--- src/rtl/fpcd_pkg.sv ---
`default_nettype none

package fpcd_pkg;

	localparam int BYTE_W          = 8;
	localparam int SYM_W           = 4;
	localparam int GROUP_KEEP      = 5;
	localparam int MAX_RESULTS     = 6;
	localparam int QUEUE_DEPTH_DEF = 4;

	// Lookup answers beyond the sixteen symbols.
	localparam logic [4:0] LK_INVALID = 5'd16;
	localparam logic [4:0] LK_MORE    = 5'd17;

	typedef enum logic [1:0] {
		EV_CLR,
		EV_SYM,
		EV_ERR,
		EV_END
	} ev_kind_t;

	typedef struct packed {
		ev_kind_t           kind;
		logic [SYM_W-1:0]   sym;
	} ev_t;

	typedef enum logic [1:0] {
		FR_IDLE,
		FR_CLR,
		FR_BITS,
		FR_END
	} fr_state_t;

	typedef enum logic [1:0] {
		BK_EVENT,
		BK_GRP0,
		BK_GRP1,
		BK_GRP2
	} bk_state_t;

	// Maps the zero count and the suffix collected so far to a symbol,
	// an invalid code, or a request for one more suffix bit.
	function automatic logic [4:0] look_up(logic [2:0] zrun, logic [2:0] bits,
		logic [1:0] len);
		logic [4:0] r;
		r = LK_INVALID;
		unique case (zrun)
			3'd1: r = bits[0] ? 5'd15 : 5'd1;
			3'd2: r = bits[0] ? 5'd8 : 5'd2;
			3'd3: r = bits[0] ? 5'd7 : 5'd12;
			3'd4: begin
				if (len == 2'd2) begin
					if (bits[1]) r = bits[0] ? 5'd9 : 5'd4;
					else         r = LK_MORE;
				end else if (len == 2'd3) begin
					unique case (bits[1:0])
						2'd0:    r = 5'd3;
						2'd1:    r = 5'd11;
						2'd2:    r = 5'd10;
						default: r = 5'd5;
					endcase
				end else begin
					r = LK_MORE;
				end
			end
			3'd5: begin
				if (len < 2'd2) begin
					r = LK_MORE;
				end else begin
					unique case (bits[1:0])
						2'd3:    r = 5'd13;
						2'd2:    r = 5'd14;
						2'd1:    r = 5'd6;
						default: r = LK_INVALID;
					endcase
				end
			end
			default: r = LK_INVALID;
		endcase
		return r;
	endfunction

endpackage

`default_nettype wire

--- src/rtl/fpcd_in_if.sv ---
`default_nettype none

interface fpcd_in_if;
	import fpcd_pkg::*;
	logic              valid;
	logic              ready;
	logic [BYTE_W-1:0] comp_byte;
	logic              restart;

	modport source(output valid, output comp_byte, output restart, input ready);
	modport sink(input valid, input comp_byte, input restart, output ready);
endinterface

`default_nettype wire

--- src/rtl/fpcd_out_if.sv ---
`default_nettype none

interface fpcd_out_if;
	import fpcd_pkg::*;
	logic              valid;
	logic              ready;
	logic [BYTE_W-1:0] font_byte;
	logic              code_error;
	logic              last_of_run;

	modport source(output valid, output font_byte, output code_error,
		output last_of_run, input ready);
	modport sink(input valid, input font_byte, input code_error,
		input last_of_run, output ready);
endinterface

`default_nettype wire

--- src/rtl/fpcd_queue.sv ---
`default_nettype none

module fpcd_queue #(
	parameter int DEPTH = fpcd_pkg::QUEUE_DEPTH_DEF
) (
	input  wire logic          clk,
	input  wire logic          arst_n,
	input  wire logic          push,
	input  wire fpcd_pkg::ev_t push_data,
	output logic               full,
	input  wire logic          pop,
	output fpcd_pkg::ev_t      pop_data,
	output logic               empty
);
	import fpcd_pkg::*;

	localparam int PTR_W = (DEPTH > 1) ? $clog2(DEPTH) : 1;
	localparam int CNT_W = $clog2(DEPTH + 1);
	localparam logic [PTR_W-1:0] LAST_PTR = PTR_W'(DEPTH - 1);
	localparam logic [CNT_W-1:0] FULL_CNT = CNT_W'(DEPTH);

	ev_t              mem_q [DEPTH];
	logic [PTR_W-1:0] wr_ptr_q;
	logic [PTR_W-1:0] rd_ptr_q;
	logic [CNT_W-1:0] cnt_q;
	logic             do_push;
	logic             do_pop;

	assign full     = (cnt_q == FULL_CNT);
	assign empty    = (cnt_q == '0);
	assign do_push  = push && !full;
	assign do_pop   = pop && !empty;
	assign pop_data = mem_q[rd_ptr_q];

	always_ff @(posedge clk) begin
		if (do_push) mem_q[wr_ptr_q] <= push_data;
	end

	always_ff @(posedge clk or negedge arst_n) begin
		if (!arst_n) begin
			wr_ptr_q <= '0;
			rd_ptr_q <= '0;
			cnt_q    <= '0;
		end else begin
			if (do_push) wr_ptr_q <= (wr_ptr_q == LAST_PTR) ? '0 : wr_ptr_q + 1'b1;
			if (do_pop)  rd_ptr_q <= (rd_ptr_q == LAST_PTR) ? '0 : rd_ptr_q + 1'b1;
			if (do_push && !do_pop)      cnt_q <= cnt_q + 1'b1;
			else if (do_pop && !do_push) cnt_q <= cnt_q - 1'b1;
		end
	end

endmodule

`default_nettype wire

--- src/rtl/fpcd_front.sv ---
`default_nettype none

module fpcd_front (
	input  wire logic     clk,
	input  wire logic     arst_n,
	fpcd_in_if.sink       comp_chan,
	output logic          ev_valid,
	output fpcd_pkg::ev_t ev_data,
	input  wire logic     ev_full
);
	import fpcd_pkg::*;

	fr_state_t         state_q;
	fr_state_t         state_d;
	logic [BYTE_W-1:0] byte_q;
	logic [2:0]        bit_idx_q;
	logic [2:0]        zero_run_q;
	logic              in_suffix_q;
	logic [2:0]        suffix_bits_q;
	logic [1:0]        suffix_len_q;

	logic              cur_bit;
	logic              dec_emit;
	ev_t               dec_ev;
	logic [2:0]        zero_run_d;
	logic              in_suffix_d;
	logic [2:0]        suffix_bits_d;
	logic [1:0]        suffix_len_d;
	logic [2:0]        nb;
	logic [1:0]        nl;
	logic [4:0]        lk;
	logic              accept;
	logic              bit_step;

	assign cur_bit  = byte_q[bit_idx_q];
	assign accept   = comp_chan.valid && comp_chan.ready;
	assign bit_step = (state_q == FR_BITS) && !ev_full;
	assign nb       = {suffix_bits_q[1:0], cur_bit};
	assign nl       = suffix_len_q + 2'd1;
	assign lk       = look_up(zero_run_q, nb, nl);

	// One bit of the code: at most one symbol or one error per bit.
	always_comb begin
		dec_emit      = 1'b0;
		dec_ev        = '{kind: EV_SYM, sym: '0};
		zero_run_d    = zero_run_q;
		in_suffix_d   = in_suffix_q;
		suffix_bits_d = suffix_bits_q;
		suffix_len_d  = suffix_len_q;
		if (!in_suffix_q) begin
			if (cur_bit) begin
				if (zero_run_q == '0) begin
					dec_emit = 1'b1;
				end else begin
					in_suffix_d   = 1'b1;
					suffix_bits_d = '0;
					suffix_len_d  = '0;
				end
			end else if (zero_run_q >= 3'd5) begin
				dec_emit    = 1'b1;
				dec_ev.kind = EV_ERR;
				zero_run_d  = '0;
			end else begin
				zero_run_d = zero_run_q + 3'd1;
			end
		end else begin
			suffix_bits_d = nb;
			suffix_len_d  = nl;
			if (lk != LK_MORE) begin
				dec_emit = 1'b1;
				if (lk == LK_INVALID) dec_ev.kind = EV_ERR;
				else                  dec_ev.sym  = lk[SYM_W-1:0];
				zero_run_d    = '0;
				in_suffix_d   = 1'b0;
				suffix_bits_d = '0;
				suffix_len_d  = '0;
			end
		end
	end

	always_comb begin
		state_d = state_q;
		unique case (state_q)
			FR_IDLE: if (accept) state_d = comp_chan.restart ? FR_CLR : FR_BITS;
			FR_CLR:  if (!ev_full) state_d = FR_BITS;
			FR_BITS: if (!ev_full && bit_idx_q == '0) state_d = FR_END;
			FR_END:  if (!ev_full) state_d = FR_IDLE;
			default: state_d = FR_IDLE;
		endcase
	end

	always_comb begin
		comp_chan.ready = 1'b0;
		ev_valid        = 1'b0;
		ev_data         = dec_ev;
		unique case (state_q)
			FR_IDLE: comp_chan.ready = 1'b1;
			FR_CLR: begin
				ev_valid     = !ev_full;
				ev_data.kind = EV_CLR;
			end
			FR_BITS: ev_valid = !ev_full && dec_emit;
			FR_END: begin
				ev_valid     = !ev_full;
				ev_data.kind = EV_END;
			end
			default: ev_valid = 1'b0;
		endcase
	end

	always_ff @(posedge clk) begin
		if (accept) byte_q <= comp_chan.comp_byte;
	end

	always_ff @(posedge clk or negedge arst_n) begin
		if (!arst_n) begin
			state_q       <= FR_IDLE;
			bit_idx_q     <= '0;
			zero_run_q    <= '0;
			in_suffix_q   <= 1'b0;
			suffix_bits_q <= '0;
			suffix_len_q  <= '0;
		end else begin
			state_q <= state_d;
			if (accept) begin
				bit_idx_q <= 3'd7;
				if (comp_chan.restart) begin
					zero_run_q    <= '0;
					in_suffix_q   <= 1'b0;
					suffix_bits_q <= '0;
					suffix_len_q  <= '0;
				end
			end else if (bit_step) begin
				bit_idx_q     <= bit_idx_q - 3'd1;
				zero_run_q    <= zero_run_d;
				in_suffix_q   <= in_suffix_d;
				suffix_bits_q <= suffix_bits_d;
				suffix_len_q  <= suffix_len_d;
			end
		end
	end

endmodule

`default_nettype wire

--- src/rtl/fpcd_back.sv ---
`default_nettype none

module fpcd_back (
	input  wire logic          clk,
	input  wire logic          arst_n,
	input  wire logic          ev_empty,
	input  wire fpcd_pkg::ev_t ev_data,
	output logic               ev_pop,
	fpcd_out_if.source         font_chan
);
	import fpcd_pkg::*;

	localparam logic [2:0] KEEP_CNT = 3'(GROUP_KEEP);
	localparam logic [2:0] CAP_CNT  = 3'(MAX_RESULTS);

	bk_state_t         state_q;
	bk_state_t         state_d;
	logic [SYM_W-1:0]  buf_q [GROUP_KEEP];
	logic [SYM_W-1:0]  sym5_q;
	logic [2:0]        sym_cnt_q;
	logic [2:0]        res_cnt_q;
	logic              pend_valid_q;
	logic [BYTE_W-1:0] pend_byte_q;
	logic              pend_err_q;
	logic              out_valid_q;
	logic [BYTE_W-1:0] out_byte_q;
	logic              out_err_q;
	logic              out_last_q;

	logic              slot_free;
	logic              capped;
	logic              gen_req;
	logic [BYTE_W-1:0] gen_byte;
	logic              gen_err;
	logic              gen_ok;
	logic              gen_take;
	logic              end_req;
	logic              end_ok;
	logic              push_out;
	logic              sym_in;
	logic              clr_in;

	assign slot_free = !out_valid_q || font_chan.ready;
	assign capped    = (res_cnt_q == CAP_CNT);
	assign gen_ok    = capped || !pend_valid_q || slot_free;
	assign gen_take  = gen_req && gen_ok && !capped;
	assign end_ok    = !pend_valid_q || slot_free;
	assign push_out  = pend_valid_q && (gen_take || (end_req && end_ok));

	always_comb begin
		gen_req  = 1'b0;
		gen_byte = '0;
		gen_err  = 1'b0;
		end_req  = 1'b0;
		ev_pop   = 1'b0;
		sym_in   = 1'b0;
		clr_in   = 1'b0;
		unique case (state_q)
			BK_EVENT: begin
				if (!ev_empty) begin
					unique case (ev_data.kind)
						EV_CLR: begin
							clr_in = 1'b1;
							ev_pop = 1'b1;
						end
						EV_SYM: begin
							sym_in = 1'b1;
							ev_pop = 1'b1;
						end
						EV_ERR: begin
							gen_req = 1'b1;
							gen_err = 1'b1;
							ev_pop  = gen_ok;
						end
						default: begin
							end_req = 1'b1;
							ev_pop  = end_ok;
						end
					endcase
				end
			end
			BK_GRP0: begin
				gen_req  = 1'b1;
				gen_byte = {buf_q[3], sym5_q};
			end
			BK_GRP1: begin
				gen_req  = 1'b1;
				gen_byte = {buf_q[4], buf_q[1]};
			end
			default: begin
				gen_req  = 1'b1;
				gen_byte = {buf_q[0], buf_q[2]};
			end
		endcase
	end

	always_comb begin
		state_d = state_q;
		unique case (state_q)
			BK_EVENT: if (sym_in && sym_cnt_q == KEEP_CNT) state_d = BK_GRP0;
			BK_GRP0:  if (gen_ok) state_d = BK_GRP1;
			BK_GRP1:  if (gen_ok) state_d = BK_GRP2;
			default:  if (gen_ok) state_d = BK_EVENT;
		endcase
	end

	assign font_chan.valid       = out_valid_q;
	assign font_chan.font_byte   = out_byte_q;
	assign font_chan.code_error  = out_err_q;
	assign font_chan.last_of_run = out_last_q;

	always_ff @(posedge clk) begin
		if (sym_in) begin
			if (sym_cnt_q != KEEP_CNT) buf_q[sym_cnt_q] <= ev_data.sym;
			else                       sym5_q          <= ev_data.sym;
		end
		if (gen_take) begin
			pend_byte_q <= gen_byte;
			pend_err_q  <= gen_err;
		end
		if (push_out) begin
			out_byte_q <= pend_byte_q;
			out_err_q  <= pend_err_q;
			out_last_q <= end_req;
		end
	end

	always_ff @(posedge clk or negedge arst_n) begin
		if (!arst_n) begin
			state_q      <= BK_EVENT;
			sym_cnt_q    <= '0;
			res_cnt_q    <= '0;
			pend_valid_q <= 1'b0;
			out_valid_q  <= 1'b0;
		end else begin
			state_q <= state_d;
			if (clr_in) begin
				sym_cnt_q <= '0;
			end else if (sym_in) begin
				sym_cnt_q <= (sym_cnt_q == KEEP_CNT) ? 3'd0 : sym_cnt_q + 3'd1;
			end
			if (end_req && end_ok) begin
				res_cnt_q    <= '0;
				pend_valid_q <= 1'b0;
			end else if (gen_take) begin
				res_cnt_q    <= res_cnt_q + 3'd1;
				pend_valid_q <= 1'b1;
			end
			if (push_out)             out_valid_q <= 1'b1;
			else if (font_chan.ready) out_valid_q <= 1'b0;
		end
	end

endmodule

`default_nettype wire

--- src/rtl/font_prefix_code_decoder_core.sv ---
`default_nettype none
// The bit-serial front end sets the pace: it accepts a new compressed byte only after it
// has walked all bits of the last one and passed on its end marker. The back end also stops
// taking events while it emits the three bytes of each full group of six symbols.
// Each result is held back until the next result or the end marker, so the final result of a
// byte is presented only after that byte's end marker has been taken.
// Reset: arst_n clears all control state at once; no clearing pass is needed.

module font_prefix_code_decoder_core #(
	parameter int QUEUE_DEPTH = fpcd_pkg::QUEUE_DEPTH_DEF
) (
	input  wire logic clk,
	input  wire logic arst_n,
	fpcd_in_if.sink   comp_chan,
	fpcd_out_if.source font_chan
);
	import fpcd_pkg::*;

	// The front end walks the bits of one byte, MSB first, and turns each
	// finished code into an event: a symbol, an error, a group clear on
	// restart, or an end marker after the last bit. Events wait in a short
	// queue, so the front keeps decoding while the back end is stalled by
	// the output side.
	logic ev_push;
	ev_t  ev_push_data;
	logic ev_full;
	logic ev_pop;
	ev_t  ev_head;
	logic ev_empty;

	fpcd_front u_front (
		.clk      (clk),
		.arst_n   (arst_n),
		.comp_chan(comp_chan),
		.ev_valid (ev_push),
		.ev_data  (ev_push_data),
		.ev_full  (ev_full)
	);

	fpcd_queue #(
		.DEPTH(QUEUE_DEPTH)
	) u_queue (
		.clk      (clk),
		.arst_n   (arst_n),
		.push     (ev_push),
		.push_data(ev_push_data),
		.full     (ev_full),
		.pop      (ev_pop),
		.pop_data (ev_head),
		.empty    (ev_empty)
	);

	// The back end collects symbols in groups of six and emits three
	// repacked font bytes per group. It holds each request back by one so
	// that the end marker can flag the final request of a byte, and it
	// drops any request past the sixth of a byte.
	fpcd_back u_back (
		.clk      (clk),
		.arst_n   (arst_n),
		.ev_empty (ev_empty),
		.ev_data  (ev_head),
		.ev_pop   (ev_pop),
		.font_chan(font_chan)
	);

endmodule

`default_nettype wire
--- src/flat_wrapper.sv ---
// flat-port wrapper written by rule: the top's interface ports become plain ports
module font_prefix_code_decoder_core_flat import fpcd_pkg::*;
#(
	parameter int QUEUE_DEPTH = fpcd_pkg::QUEUE_DEPTH_DEF
)
  (clk, arst_n, comp_chan_valid, comp_chan_comp_byte, comp_chan_restart, comp_chan_ready, font_chan_valid, font_chan_font_byte, font_chan_code_error, font_chan_last_of_run, font_chan_ready);
  fpcd_in_if comp_chan_i ();
  fpcd_out_if font_chan_i ();
  input  wire logic clk;
  input  wire logic arst_n;
  input wire logic [$bits(comp_chan_i.valid)-1:0] comp_chan_valid;
  input wire logic [$bits(comp_chan_i.comp_byte)-1:0] comp_chan_comp_byte;
  input wire logic [$bits(comp_chan_i.restart)-1:0] comp_chan_restart;
  output wire logic [$bits(comp_chan_i.ready)-1:0] comp_chan_ready;
  output wire logic [$bits(font_chan_i.valid)-1:0] font_chan_valid;
  output wire logic [$bits(font_chan_i.font_byte)-1:0] font_chan_font_byte;
  output wire logic [$bits(font_chan_i.code_error)-1:0] font_chan_code_error;
  output wire logic [$bits(font_chan_i.last_of_run)-1:0] font_chan_last_of_run;
  input wire logic [$bits(font_chan_i.ready)-1:0] font_chan_ready;
  assign comp_chan_i.valid = comp_chan_valid;
  assign comp_chan_i.comp_byte = comp_chan_comp_byte;
  assign comp_chan_i.restart = comp_chan_restart;
  assign comp_chan_ready = comp_chan_i.ready;
  assign font_chan_valid = font_chan_i.valid;
  assign font_chan_font_byte = font_chan_i.font_byte;
  assign font_chan_code_error = font_chan_i.code_error;
  assign font_chan_last_of_run = font_chan_i.last_of_run;
  assign font_chan_i.ready = font_chan_ready;
  font_prefix_code_decoder_core #(.QUEUE_DEPTH(QUEUE_DEPTH)) u_core (.clk(clk), .arst_n(arst_n), .comp_chan(comp_chan_i), .font_chan(font_chan_i));
endmodule
--- config.mk ---
export PLATFORM = sky130hd
export DESIGN_NAME = font_prefix_code_decoder_core_flat
export DESIGN_NICKNAME = d
export VERILOG_FILES = /design/src/rtl/fpcd_pkg.sv /design/src/rtl/fpcd_in_if.sv /design/src/rtl/fpcd_out_if.sv /design/src/rtl/fpcd_queue.sv /design/src/rtl/fpcd_front.sv /design/src/rtl/fpcd_back.sv /design/src/rtl/font_prefix_code_decoder_core.sv /design/src/flat_wrapper.sv
export SDC_FILE = /design/constraint.sdc
export NUM_CORES = 1
export LEC_CHECK = 0
export ABC_CLOCK_PERIOD_IN_PS = 4800
export BUFFER_PORTS_ARGS = -buffer_cell sky130_fd_sc_hd__buf_2
export CORE_ASPECT_RATIO = 0.6
export CORE_UTILIZATION = 50
export CTS_CLUSTER_SIZE = 16
export DETAILED_ROUTE_END_ITERATION = 7
export GPL_TIMING_DRIVEN = 0
export PLACE_DENSITY = 0.67
export SYNTH_ARGS = -nofsm -noshare
export SYNTH_HDL_FRONTEND = slang
export SYNTH_HIERARCHICAL = 1
export SYNTH_SLANG_ARGS = --single-unit
--- constraint.sdc ---
create_clock -name clk -period 4.8 [get_ports clk]
set_clock_uncertainty 0.2 [all_clocks]
set_input_delay 0.48 -clock clk [delete_from_list [all_inputs] [get_ports clk]]
set_output_delay 0.48 -clock clk [all_outputs]
set_load 0.005 [all_outputs]
-- Word-level counts from Yosys, hierarchy flattened
Memories as Yosys holds them, arrays and structs flattened.
Cells that the tools add are included.
- muxes and demuxes: 102
- reduce and logical (&&, ||, !) cells: 48
- add/subtract/negate cells: 9
- shift-type cells: 0
- magnitude comparators: 3
- eq/ne operators: 36
- divide/modulo/power cells: 0
- multiply operators: 0
- bitwise operators: 1
- operators with widths (kind ; count):
    2-to-1 mux 3 bit ; 16
    2-to-1 mux 2 bit ; 22
    2-to-1 mux 1 bit ; 43
    one-hot mux 5 bit (5 select lines) ; 1
    2-to-1 mux 4 bit ; 6
    one-hot mux 8 bit (3 select lines) ; 1
    equality test 2 bit (second input constant) ; 10
    2-to-1 mux 5 bit ; 4
    AND reduction 4 bit ; 4
    equality test 3 bit (second input constant) ; 5
    one-hot mux 5 bit (3 select lines) ; 1
    inequality test 2 bit (second input constant) ; 7
    logical AND 1 bit ; 13
    adder 3 x 1 -> 3 bit (second input constant) ; 4
    one-hot mux 4 bit (3 select lines) ; 1
    nonzero test 2 bit ; 6
    zero test 3 bit ; 3
    equality test 2 x 1 -> 1 bit (second input constant) ; 4
    zero test 2 bit ; 4
    one-hot mux 2 bit (4 select lines) ; 1
    zero test 1 bit ; 7
    adder 2 x 1 -> 2 bit (second input constant) ; 3
    equality test 3 x 2 -> 1 bit (second input constant) ; 2
    2-to-1 mux 6 bit ; 1
    21 further kinds ; 30
- register bits after elaboration: 60
- memories kept: 2
- bits in writable memories: 44
- bits in read-only memories: 0
- bits in latches: 0
- logic and storage cells: 222
- memory list (name ; depth ; width ; rd ports ; clocked after Yosys merged registers in ; write ports ; line ; source):
    u_core.u_queue.mem_q ; 4 ; 6 ; 1 ; 0 ; 1 ; fpcd_queue.sv:22 ; ev_t mem_q [DEPTH];
    u_core.u_back.buf_q ; 5 ; 4 ; 5 ; 0 ; 1 ; fpcd_back.sv:18 ; logic [SYM_W-1:0] buf_q [GROUP_KEEP];

-- Logic depth before layout (Yosys ltp)
- depth in word-level cells: 17
- gate-level depth with buffers: 18
- mapped depth without buffers: 16

-- Cells and area by module
Netlist, hierarchy kept.
- modules (own cells, without submodules) (module ; area an instance (µm²) ; cells each ; seq. area each (µm²) ; times used):
    fpcd_back ; 2143.3 ; 147 ; 1541.5 ; 1
    fpcd_front ; 1547.7 ; 166 ; 540.5 ; 1
    fpcd_queue ; 1311.3 ; 69 ; 895.9 ; 1

-- Worst setup path after synthesis
OpenSTA, ideal clock, no wires.
- kind: flip-flop to flip-flop
- from: reg u_core.u_front.bit_idx_q[0]
- to: reg u_core.u_queue.cnt_q[2]
- library setup time: 0.079 ns
- path buffers: 1
- slack: 0.789 ns
- stages on the path, launching flop included: 18
- arrival time: 3.732 ns
- cells stage by stage: dfrtp_1 mux4_2 mux2i_4 inv_4 ha_1 or3b_1 a22oi_1 o22ai_1 nand2_1 a2bb2oi_2 nor2b_1 buf_2 ha_1 inv_1 fa_1 xor2_1 nor2_1 xor2_1
- cells in the longest elaborated chain, start to end: 16
- elaborated cells on any way between the ends: 29
- RTL lines (element ; line ; source):
    start, declared ; fpcd_front.sv:16 ; logic [2:0] bit_idx_q;
    start signal, assigned ; fpcd_front.sv:134 ; bit_idx_q <= bit_idx_q - 3'd1;
    binary-select mux 1 bit (select 3 bit) (*) ; fpcd_front.sv:35 ; assign cur_bit = byte_q[bit_idx_q];
    2-to-1 mux 1 bit (not written as such) (*) ; fpcd_front.sv:35 ;
    equality test 2 bit (tied with other cells) ; fpcd_pkg.sv:56, fpcd_pkg.sv:70 ;
    one-hot mux 4 bit (3 select lines) ; fpcd_pkg.sv:56 ; unique case (bits[1:0])
    2-to-1 mux 5 bit ; fpcd_pkg.sv:55 ; end else if (len == 2'd3) begin
    2-to-1 mux 5 bit ; fpcd_pkg.sv:52 ; if (len == 2'd2) begin
    one-hot mux 5 bit (5 select lines) ; fpcd_pkg.sv:47 ; unique case (zrun)
    inequality test 5 bit ; fpcd_front.sv:69 ; if (lk != LK_MORE) begin
    [2 not listed] ; -- ;
    logical AND 1 bit (*) ; fpcd_front.sv:102 ; FR_BITS: ev_valid = !ev_full && dec_emit;
    one-hot mux 1 bit (2 select lines) (*) ; fpcd_front.sv:96 ; unique case (state_q)
    named net u_core.ev_push ; font_prefix_code_decoder_core.sv:24 ; logic ev_push;
    logical AND 1 bit (*) ; fpcd_queue.sv:31 ; assign do_push = push && !full;
    named net u_core.u_queue.do_push ; fpcd_queue.sv:26 ; logic do_push;
    zero test 1 bit ; fpcd_queue.sv:48 ; else if (do_pop && !do_push) cnt_q <= cnt_q - 1'b1;
    logical AND 1 bit ; fpcd_queue.sv:48 ;
    nonzero test 2 bit (no line) ; -- ;
    end signal, assigned ; fpcd_queue.sv:47 ; if (do_push && !do_pop) cnt_q <= cnt_q + 1'b1;
    end signal, assigned ; fpcd_queue.sv:48 ;
    end, declared ; fpcd_queue.sv:25 ; logic [CNT_W-1:0] cnt_q;
The timed path passes the listed nets; every way through them passes the cells marked *. The select of a mux whose other input is x is not followed.
A chain may end at the register's enable or synchronous reset.

-- Final worst setup path
Ends and elaborated chain as after synthesis.

==> run_summary.xml <==
<?xml version="1.0" encoding="UTF-8"?>
<metrics>
  <group name="layout">
    <metric name="multiInputGateArea" unit="um^2">1876</metric>
    <metric name="postLayoutCellArea" unit="um^2">5614</metric>
    <metric name="layout.filler_cells" unit="">724</metric>
    <metric name="layout_common_cells" unit="">75 x sky130_fd_sc_hd__edfxtp_1, 29 x sky130_fd_sc_hd__ha_1, 29 x sky130_fd_sc_hd__dfrtp_1</metric>
    <metric name="layout_area_growth_over_synthesis" unit="%">12.23</metric>
    <metric name="layout.cells.most_common" unit="">sky130_fd_sc_hd__edfxtp_1</metric>
    <metric name="sequential_cell_area" unit="um^2">2978</metric>
    <metric name="diodes" unit="">0</metric>
    <metric name="utilization" unit="">0.5956</metric>
    <metric name="final-instance-count-excl-fill" unit="">555</metric>
    <metric name="layout.nets" unit="">463</metric>
    <metric name="fraction_of_layout_instances_using_a_drive_strength_above_1" unit="">0.1647</metric>
  </group>
  <group name="synthesis">
    <metric name="synth-seq-cells" unit="">104</metric>
    <metric name="async_reset_ff_frac" unit="">0.2788</metric>
    <metric name="post_synth_instance_area" unit="um^2">5002</metric>
    <metric name="synth_edf_count" unit="">75</metric>
    <metric name="synth_warn" unit="">6</metric>
    <metric name="synth_top_cells_by_area" unit="">sky130_fd_sc_hd__edfxtp_1 45%, sky130_fd_sc_hd__dfrtp_1 15%, sky130_fd_sc_hd__ha_1 7.3%, sky130_fd_sc_hd__mux4_2 3.6%, sky130_fd_sc_hd__o21ai_0 2.2%</metric>
    <metric name="synthDominantCellAreaShare" unit="">0.4502</metric>
    <metric name="synthesis.area_per_instance" unit="um^2">13.10</metric>
    <metric name="ys_dominant_reg_cell" unit="">sky130_fd_sc_hd__edfxtp_1</metric>
    <metric name="distinct_cells_synth" unit="">68</metric>
    <metric name="synth_top_area_cell" unit="">sky130_fd_sc_hd__edfxtp_1</metric>
    <metric name="postSynthCellCount" unit="">382</metric>
    <metric name="postSynthNetCount" unit="">425</metric>
    <metric name="synth_seq_area_share" unit="">0.5953</metric>
  </group>
  <group name="power">
    <metric name="clock_power_share" unit="">0.181</metric>
    <metric name="pwr-share-comb" unit="">0.427</metric>
    <metric name="fin_total_pwr" unit="uW">4002</metric>
    <metric name="power_dissipated_by_switching_net_loads" unit="uW">1475</metric>
    <metric name="power.sequential.fraction" unit="">0.392</metric>
    <metric name="p_leak" unit="uW">0.002194</metric>
    <metric name="switching_share" unit="">0.3685</metric>
    <metric name="p_per_area" unit="nW/um^2">712.9</metric>
    <metric name="maximum_resistive_drop_on_vdd" unit="mV">0.3029</metric>
    <metric name="cell_internal_pwr" unit="uW">2528</metric>
  </group>
  <group name="drt">
    <metric name="post_drt_wl_per_cell" unit="um">16.62</metric>
    <metric name="drt-pass1-iter-count" unit="">4</metric>
    <metric name="overall_via_count_from_detail_route" unit="">3106</metric>
    <metric name="detail-route-antenna-nets" unit="">0</metric>
    <metric name="wirelength" unit="mm">9.222</metric>
    <metric name="drc" unit="">0</metric>
    <metric name="routed_via_density" unit="">5.596</metric>
    <metric name="detail_route.iter0.violations" unit="">224</metric>
  </group>
  <group name="die">
    <metric name="die_area" unit="um^2">10420</metric>
    <metric name="initial_core_util" unit="">0.5307</metric>
    <metric name="io-pin-count" unit="">25</metric>
    <metric name="coreArea" unit="um^2">9425</metric>
    <metric name="die_width" unit="um">131.1</metric>
    <metric name="die_height" unit="um">79.48</metric>
    <metric name="fp-row-count" unit="">27</metric>
  </group>
  <group name="place">
    <metric name="port-buffer-count" unit="">24</metric>
    <metric name="dp_hpwl" unit="mm">6.726</metric>
    <metric name="placedInstanceArea" unit="um^2">5285</metric>
    <metric name="routability_cong" unit="">0.9227</metric>
    <metric name="place.detailed.instances" unit="">536</metric>
  </group>
  <group name="outcome">
    <metric name="violations" unit="">negative hold slack</metric>
    <metric name="status" unit="">finished with violations</metric>
  </group>
  <group name="timing">
    <metric name="layout_worst_path_cycle_share" unit="">0.9461</metric>
    <metric name="setup_viol_count_final" unit="">0</metric>
    <metric name="slew_headroom" unit="">0.5158</metric>
    <metric name="worst_pin_slew" unit="ns">0.7239</metric>
    <metric name="drv_slew" unit="">0</metric>
    <metric name="fin_crit" unit="ns">4.541</metric>
    <metric name="whs" unit="ns">-0.01112</metric>
    <metric name="timing.fmax" unit="GHz">0.2202</metric>
    <metric name="hold_viol_final" unit="">10</metric>
    <metric name="fin_setup_tns" unit="ns">0</metric>
  </group>
  <group name="critical_path">
    <metric name="critical_path_class" unit="">reg2reg</metric>
    <metric name="timing.reg2reg.setup_slack" unit="ns">0.26</metric>
    <metric name="worst-path-max-fanout" unit="">9</metric>
    <metric name="endpoint_kind" unit="">flop</metric>
    <metric name="worst_r2r_startpoint" unit="">u_core/u_front/bit_idx_q[0]</metric>
    <metric name="arrival_time_at_the_worst_endpoint" unit="ns">4.60</metric>
    <metric name="timing.critical_path.from_type" unit="">flop</metric>
    <metric name="reg2regPathDepth" unit="">18</metric>
    <metric name="crit_required" unit="ns">4.86</metric>
    <metric name="rr_endpoint" unit="">u_core/u_queue/cnt_q[2]</metric>
    <metric name="worstSetupStartpoint" unit="">u_core/u_front/bit_idx_q[0]</metric>
  </group>
  <group name="clocking">
    <metric name="htreeDepth" unit="">3</metric>
    <metric name="cts_stage_hold_buffer_count" unit="">0</metric>
    <metric name="cts_tree" unit="">built</metric>
    <metric name="tritoncts.num_buffers" unit="">9</metric>
    <metric name="insertion_delay" unit="ns">0.34</metric>
    <metric name="cts_max_path_buffers" unit="">2</metric>
    <metric name="clk_pin_slew_worst_paths" unit="ns">0.06</metric>
    <metric name="cts.sinks" unit="">104</metric>
    <metric name="cts_root_buffer" unit="">sky130_fd_sc_hd__clkbuf_16</metric>
  </group>
  <group name="global_route">
    <metric name="pin_count_of_the_biggest_net_entering_global_routing" unit="">30</metric>
    <metric name="antenna_found_initial" unit="">0</metric>
    <metric name="globalRoute.totalOverflow" unit="">0</metric>
    <metric name="grt_pass1_wl" unit="mm">15.31</metric>
    <metric name="grt_use_total" unit="">0.1956</metric>
    <metric name="grt_pass1_vias" unit="">2932</metric>
  </group>
  <group name="run">
    <metric name="max-cap-violations" unit="">0</metric>
  </group>
  <group name="worst_hold_path">
    <metric name="min-delay-path-class" unit="">in2async</metric>
  </group>
</metrics>
-- how the worst max path moves through the flow --
stage                                          to  slack [ns]  cells after the start
after floorplan           u_core/u_queue/cnt_q[2]        0.79                     17
after global placement    u_core/u_queue/cnt_q[2]        0.20                     17
after detailed placement  u_core/u_queue/cnt_q[2]        0.16                     17
after CTS                 u_core/u_queue/cnt_q[2]        0.14                     17
after global routing      u_core/u_queue/cnt_q[2]      -0.005                     18
final                     u_core/u_queue/cnt_q[2]        0.26                     18
-- metrics by stage --
| step | setup WS (ns) | hold WS [ns] |
|---|---|---|
| 3_3_place_gp | 0.2012 | 0.2004 |
| 2_1_floorplan | 0.7887 | -0.01559 |
| 5_1_grt | -0.005008 | 0.05027 |
| 6_report | 0.2588 | -0.01112 |
| 3_5_place_dp | 0.1626 | 0.2045 |
| 4_1_cts | 0.1431 | 0.01542 |
-- power groups by stage --
stage | clock network (uW) | registers [uW] | logic, uW
CTS | 743 | 1570 | 1670
finish | 725 | 1570 | 1710
global route | 783 | 1600 | 1910
global placement | 0 | 1570 | 1630
floorplan | 0 | 1540 | 1240
detailed placement | 0 | 1580 | 1670
-- what timing repair did --
item / in CTS / in global routing
gates resized for setup: 0 / 1
buffers inserted: 0 / 3
setup endpoints to repair: 0 / 2
-- area by class of cell --
class / count / area share
sequential: 104 / 0.5304
multi-input combinational: 240 / 0.3341
clock buffer: 14 / 0.04702
tap: 130 / 0.02897
timing repair buffer: 27 / 0.02541
inverter: 28 / 0.01917
buffer: 10 / 0.008469
clock inverter: 2 / 0.006463
-- state kept, by name (all words and copies together), names as in the netlist --
signal and flops:
u_core/u_back/buf_q 20, u_core/u_back/font_chan.code_error 1, u_core/u_back/font_chan.font_byte 8, u_core/u_back/font_chan.last_of_run 1, u_core/u_back/font_chan.valid 1, u_core/u_back/pend_byte_q 8
u_core/u_back/pend_err_q 1, u_core/u_back/pend_valid_q 1, u_core/u_back/res_cnt_q 3, u_core/u_back/state_q 2, u_core/u_back/sym5_q 4, u_core/u_back/sym_cnt_q 3
u_core/u_front/bit_idx_q 3, u_core/u_front/byte_q 8, u_core/u_front/in_suffix_q 1, u_core/u_front/state_q 2, u_core/u_front/suffix_bits_q 1, u_core/u_front/suffix_len_q 2
u_core/u_front/zero_run_q 3, u_core/u_queue/cnt_q 3, u_core/u_queue/mem_q 24, u_core/u_queue/rd_ptr_q 2, u_core/u_queue/wr_ptr_q 2
-- logic make-up after synthesis --
group | Yosys count | share of synthesized area
DFF | 104 | 0.5953
and+or+nand+nor | 98 | 0.1078
AOI/OAI and AO/OA | 90 | 0.1206
buffers and inverters | 38 | 0.03101
adders and majority gates | 30 | 0.07654
muxes | 19 | 0.06353
xor gates and xnor gates | 3 | 0.005254
-- per-layer routing --
metal  GRT usage  wire length [um]  vias up
li1            -                 -     1502
met1      0.2876              4709     1514
met2      0.2814              3815       88
met3     0.05587               672        2
met4     0.05294                24        0
met5           0                 0        -
-- Yosys cell counts, types with 8 or more instances --
library cell               instances
sky130_fd_sc_hd__inv_1            26
sky130_fd_sc_hd__ha_1             29
sky130_fd_sc_hd__and2_1            8
sky130_fd_sc_hd__nand2_1          28
sky130_fd_sc_hd__edfxtp_1         75
sky130_fd_sc_hd__a22oi_1          12
sky130_fd_sc_hd__nor2_1           15
sky130_fd_sc_hd__o21ai_0          22
sky130_fd_sc_hd__dfrtp_1          29
sky130_fd_sc_hd__a21oi_1          12
sky130_fd_sc_hd__mux4_2            8
-- worst max-delay path, cell delays in order, from the launching register on --
cell and delay [ns]:
sky130_fd_sc_hd__dfrtp_1 0.46, sky130_fd_sc_hd__mux4_2 0.57, sky130_fd_sc_hd__mux2i_4 0.32, sky130_fd_sc_hd__buf_4 0.22
sky130_fd_sc_hd__ha_1 0.17, sky130_fd_sc_hd__nand3b_1 0.08, sky130_fd_sc_hd__a221o_1 0.37, sky130_fd_sc_hd__o211ai_1 0.16
sky130_fd_sc_hd__nand4bb_1 0.17, sky130_fd_sc_hd__buf_4 0.19, sky130_fd_sc_hd__a2bb2oi_2 0.14, sky130_fd_sc_hd__nor2b_1 0.12
sky130_fd_sc_hd__buf_2 0.22, sky130_fd_sc_hd__ha_1 0.21, sky130_fd_sc_hd__inv_1 0.06, sky130_fd_sc_hd__fa_1 0.37
sky130_fd_sc_hd__xor2_1 0.17, sky130_fd_sc_hd__nor2_1 0.11, sky130_fd_sc_hd__xor2_1 0.15
No activity file was read; power rests on OpenSTA's default activity.
